<file path="config.mk">
export PLATFORM = sky130hd
export DESIGN_NAME = eps_sqrt_cell
export DESIGN_NICKNAME = d
export VERILOG_FILES = /design/src/rtl/ellipse_pixel_shader_core_macros.svh /design/src/rtl/eps_pkg.sv /design/src/rtl/eps_sqrt_cell.sv
export SDC_FILE = /design/constraint.sdc
export NUM_CORES = 1
export LEC_CHECK = 0
export BUFFER_PORTS_ARGS = -buffer_cell sky130_fd_sc_hd__clkbuf_2
export CAP_MARGIN = 20
export CORE_AREA = 2 2 192 194
export DETAILED_ROUTE_END_ITERATION = 8
export DIE_AREA = 0 0 194 196
export PLACE_DENSITY = 0.5
export REMOVE_ABC_BUFFERS = 1
export SYNTH_ARGS = -nofsm -noshare
export SYNTH_HDL_FRONTEND = slang
export SYNTH_SLANG_ARGS = --single-unit
</file>
<file path="constraint.sdc">
create_clock -name clk -period 4.5 [get_ports clk]
set_input_delay 1.35 -clock clk [delete_from_list [all_inputs] [get_ports clk]]
set_output_delay 1.35 -clock clk [all_outputs]
set_load 0.02 [all_outputs]
</file>
<file path="src/rtl/ellipse_pixel_shader_core_macros.svh">
// Assertion macros for the ellipse pixel shader core
`ifndef ELLIPSE_PIXEL_SHADER_CORE_MACROS_SVH
`define ELLIPSE_PIXEL_SHADER_CORE_MACROS_SVH

`ifndef SYNTHESIS

`define EPS_ASSERT_IMPL(lbl, ante, cons) \
  lbl: assert property (@(posedge clk) disable iff (rst) (ante) |-> (cons)) \
    else $error("implication check failed");

`define EPS_ASSERT_NEXT(lbl, ante, cons) \
  lbl: assert property (@(posedge clk) disable iff (rst) (ante) |=> (cons)) \
    else $error("next-cycle check failed");

`else

`define EPS_ASSERT_IMPL(lbl, ante, cons)

`define EPS_ASSERT_NEXT(lbl, ante, cons)

`endif

`endif

</file>
<file path="src/rtl/eps_pkg.sv">
// Shared types and constants for the ellipse pixel shader core
package eps_pkg;

  localparam int FOCUS_W    = 16;
  localparam int LIMIT_W    = 19;
  localparam int COLOR_W    = 8;
  localparam int CFG_IDX_W  = 3;
  localparam int CFG_DATA_W = 19;

  typedef enum logic [CFG_IDX_W-1:0] {
    REG_FOCUS_ONE_X = 3'd0,
    REG_FOCUS_ONE_Y = 3'd1,
    REG_FOCUS_TWO_X = 3'd2,
    REG_FOCUS_TWO_Y = 3'd3,
    REG_LENGTH_LIMIT = 3'd4,
    REG_FILL_RED    = 3'd5,
    REG_FILL_GREEN  = 3'd6,
    REG_FILL_BLUE   = 3'd7
  } cfg_reg_t;

  typedef struct packed {
    logic [COLOR_W-1:0] red;
    logic [COLOR_W-1:0] green;
    logic [COLOR_W-1:0] blue;
  } color_t;

  typedef struct packed {
    logic   valid;
    color_t color;
  } cell_ctl_t;

endpackage

</file>
<file path="src/rtl/eps_sqrt_cell.sv">
// One digit step of the square root chain, three lanes side by side
module eps_sqrt_cell import eps_pkg::*; #(
  parameter int ROOT_W = 18,
  parameter int LANES  = 3
) (
  input  logic                            clk,
  input  logic                            rst,
  input  cell_ctl_t                       in_ctl,
  input  logic [LANES-1:0][2*ROOT_W-1:0]  in_rad,
  input  logic [LANES-1:0][ROOT_W+1:0]    in_rem,
  input  logic [LANES-1:0][ROOT_W-1:0]    in_root,
  output cell_ctl_t                       out_ctl,
  output logic [LANES-1:0][2*ROOT_W-1:0]  out_rad,
  output logic [LANES-1:0][ROOT_W+1:0]    out_rem,
  output logic [LANES-1:0][ROOT_W-1:0]    out_root
);

  logic [LANES-1:0][ROOT_W+1:0] rem_next;
  logic [LANES-1:0][ROOT_W-1:0] root_next;

  always_comb begin
    for (int i = 0; i < LANES; i++) begin
      logic [ROOT_W+1:0] rem_sh;
      logic [ROOT_W+1:0] trial;
      // bring down the next two radicand bits
      rem_sh = {in_rem[i][ROOT_W-1:0], in_rad[i][2*ROOT_W-1 -: 2]};
      trial  = {in_root[i], 2'b01};
      if (rem_sh >= trial) begin
        rem_next[i]  = rem_sh - trial;
        root_next[i] = {in_root[i][ROOT_W-2:0], 1'b1};
      end else begin
        rem_next[i]  = rem_sh;
        root_next[i] = {in_root[i][ROOT_W-2:0], 1'b0};
      end
    end
  end

  always_ff @(posedge clk) begin
    if (rst) begin
      out_ctl.valid <= 1'b0;
    end else begin
      out_ctl.valid <= in_ctl.valid;
    end
  end

  always_ff @(posedge clk) begin
    out_ctl.color <= in_ctl.color;
    for (int i = 0; i < LANES; i++) begin
      out_rad[i]  <= in_rad[i] << 2;
      out_rem[i]  <= rem_next[i];
      out_root[i] <= root_next[i];
    end
  end

endmodule

</file>
==> run_results.csv <==
group,metric,value,unit
cts,cts_setup_buffers,0,
finish,ff_latch_area,4820,um2
cts,cts-root-buf,"clkbuf_16",
synth,synth_commonest_cells,"dfxtp_1, inv_1, a21oi_1",
worst_setup_path,path_buf_inv,3,
sta,hold_ws,908,ps
power_and_ir_drop,leakage,6.40,nW
cts,clkTransAtPathRegs,60,ps
finish,final_nets,1645,
cts,hold_buffers,0,
synth,synth_cells,837,
placed_design,place.gp.congestion,0.801,
finish,final_cells,1826,
die,io_pins,496,
finish,fillerInstances,3834,
grt,grt_max_degree,24,
sta,maxSlewHeadroom,35.2,%
route,dr.pass1.iters,5,
placed_design,post-place-ws,685,ps
sta,tightest_slew,971,ps
grt,grt.total_usage,14.5,%
cts,cts_sinks,241,
grt,antenna_found_initial,5,
power_and_ir_drop,vdd_drop_max,0.000435,V
synth,synth-simple-area-share,10.3,%
sta,slew_violations,0,
synth,synth_top_area_cell,"dfxtp_1",
synth,synth-compound-area-share,14.3,%
worst_setup_path,critPathArrivalTime,3720,ps
cts,cts_resized,0,
synth,synthDominantCellAreaShare,55.7,%
sta,min_period_over_period,73.3,%
cts,cts-htree-levels,1,
synth,seq_area_frac_synth,55.7,%
worst_setup_path,path_max_fanout,23,
cts,clockBufferDepth,3,
route,vias,7609,
route,drcViolationCount,0,
synth,syn_avg_cell_area,10.4,um2
die,start_util,24.0,%
die,fp.dieArea,38000,um2
route,wl_per_cell,15.8,um
sta,setup_slack,1200,ps
synth,synth_async_sr_flop_share,0,%
finish,drive_above_1_share,40.1,%
synth,synth_cell_type_count,63,
sta,hold_violations,0,
worst_setup_path,slowest_stage,"ha_1",
synth,ys_warn_count,0,
route,dr.first_iter.drc_count,205,
die,rows,70,
synth,synthAdderAreaFrac,8.66,%
placed_design,dp_cells,1775,
synth,synth_edf_count,0,
synth,yosys.cell_count.top_type,"dfxtp_1",
synth,synth.cell_area,8670,um2
die,die_h,196,um
outcome,status,"completed",
placed_design,hpwl,24300,um
finish,syn2layout_area_growth,43.8,%
synth,ys_ff_latch,241,
worst_setup_path,crit_family,"compound AO/OA/AOI/OAI gates",
power_and_ir_drop,powerDensity,457,nW/um2
finish,fin_util,34.6,%
min_path,hold_class,"input port to flop",
grt,grt_pass1_vias,7613,
worst_setup_path,crit_type,"input port to flop",
worst_setup_path,crit_chain,"clkbuf_2 -> inv_1 -> ha_1 -> nand4_1 -> nor2_1 -> nand3_1 -> o211ai_1 -> o221ai_2 -> inv_1 -> mux2_2",
die,die_w,194,um
worst_setup_path,worst_setup_path_end_kind,"flop",
synth,synth.mux.area_fraction,1.24,%
synth,synth_ff_type,"dfxtp_1",
synth,synthXorXnorAreaFrac,5.05,%
route,routed_wirelength,28800,um
worst_setup_path,cp.required,4920,ps
route,ant_nets,0,
flow_run,cap_violations,0,
sta,setup_tns,0,ps
grt,overflow,0,
sta,finalSetupViolCount,0,
sta,rsz0062_at_grt,"no",
placed_design,portBuffers,483,
worst_setup_path,crit_path_start_kind,"input port",
worst_setup_path,slowest_delay,400,ps
grt,grt_first_pass_wirelength,43000,um
sta,max_freq,303,MHz
die,core,36100,um2
synth,yosys-top-cells-area,"dfxtp_1, ha_1, a21oi_1, inv_1, xnor2_1",
finish,multi_input_area,3450,um2
worst_setup_path,cpMostUsedCell,"inv_1",
sta,fin_crit,3300,ps
cts,cts_tree,"yes",
cts,numCtsBuffers,27,
synth,synth_top_family_by_area,"compound AO/OA/AOI/OAI gates",
route,vias_per_cell,4.17,
## worst paths after layout
path                       start     endpoint  slack (ps)  cells after the start
worst min-delay path  in_rad[78]  out_rad[80]         910                      1
worst max-delay path  in_root[7]  out_rem[17]        1200                     10
## state kept, by name, summed over array words and instances, names as in the netlist
register and count:
out_rem 60, out_ctl 25, out_root 54, out_rad 102
## final cells by class
class / count / share of cell area [%]
sequential: 241 / 38.7
timing repair buffer: 488 / 19.7
clock inverter: 7 / 0.722
tap: 468 / 4.70
clock buffer: 41 / 6.32
inverter: 71 / 2.14
antenna: 3 / 0.0602
multi-input combinational: 507 / 27.7
## cell families after synthesis
group | after synthesis
compound gates | 196
xor+xnor | 50
fa+ha+maj | 60
buf+inv | 94
flops | 241
mux | 10
other cells | 1
simple gates | 185
## layout by cell type (no fill, tap or decap), types with 21 or more instances in the layout
| master | count |
|---|---|
| xnor2_1 | 29 |
| clkbuf_2 | 483 |
| nor2_1 | 54 |
| clkbuf_16 | 27 |
| ha_1 | 60 |
| a21oi_1 | 62 |
| o21ai_0 | 46 |
| nand2_1 | 57 |
| dfxtp_1 | 241 |
| xor2_1 | 21 |
| inv_1 | 70 |
## power by group
group / switching, mW / total (mW) / internal [mW] / leakage [nW]
logic: 0.716 / 1.15 / 0.439 / 3.94
registers: 0.0519 / 2.38 / 2.32 / 2.03
clock network: 0.855 / 2.17 / 1.31 / 0.426
total: 1.62 / 5.70 / 4.08 / 6.40
## metal layers
layer,up-vias,track usage [%],wire (um)
li1,3847,-,-
met2,308,27.2,15100
met4,2,3.96,450
met1,3416,15.6,10600
met5,-,0,13
met3,36,4.64,2530
## stage by stage
| step | power [mW] | instance area (um2) |
|---|---|---|
| after floorplan | 3.12 | 8540 |
| after global placement | 3.59 | 11600 |
| after detailed placement | 3.59 | 11600 |
| after CTS | 5.80 | 12500 |
| after global routing | 6.00 | 12500 |
| final | 5.70 | 12500 |
Note: power is estimated with default switching activity, not from simulation.
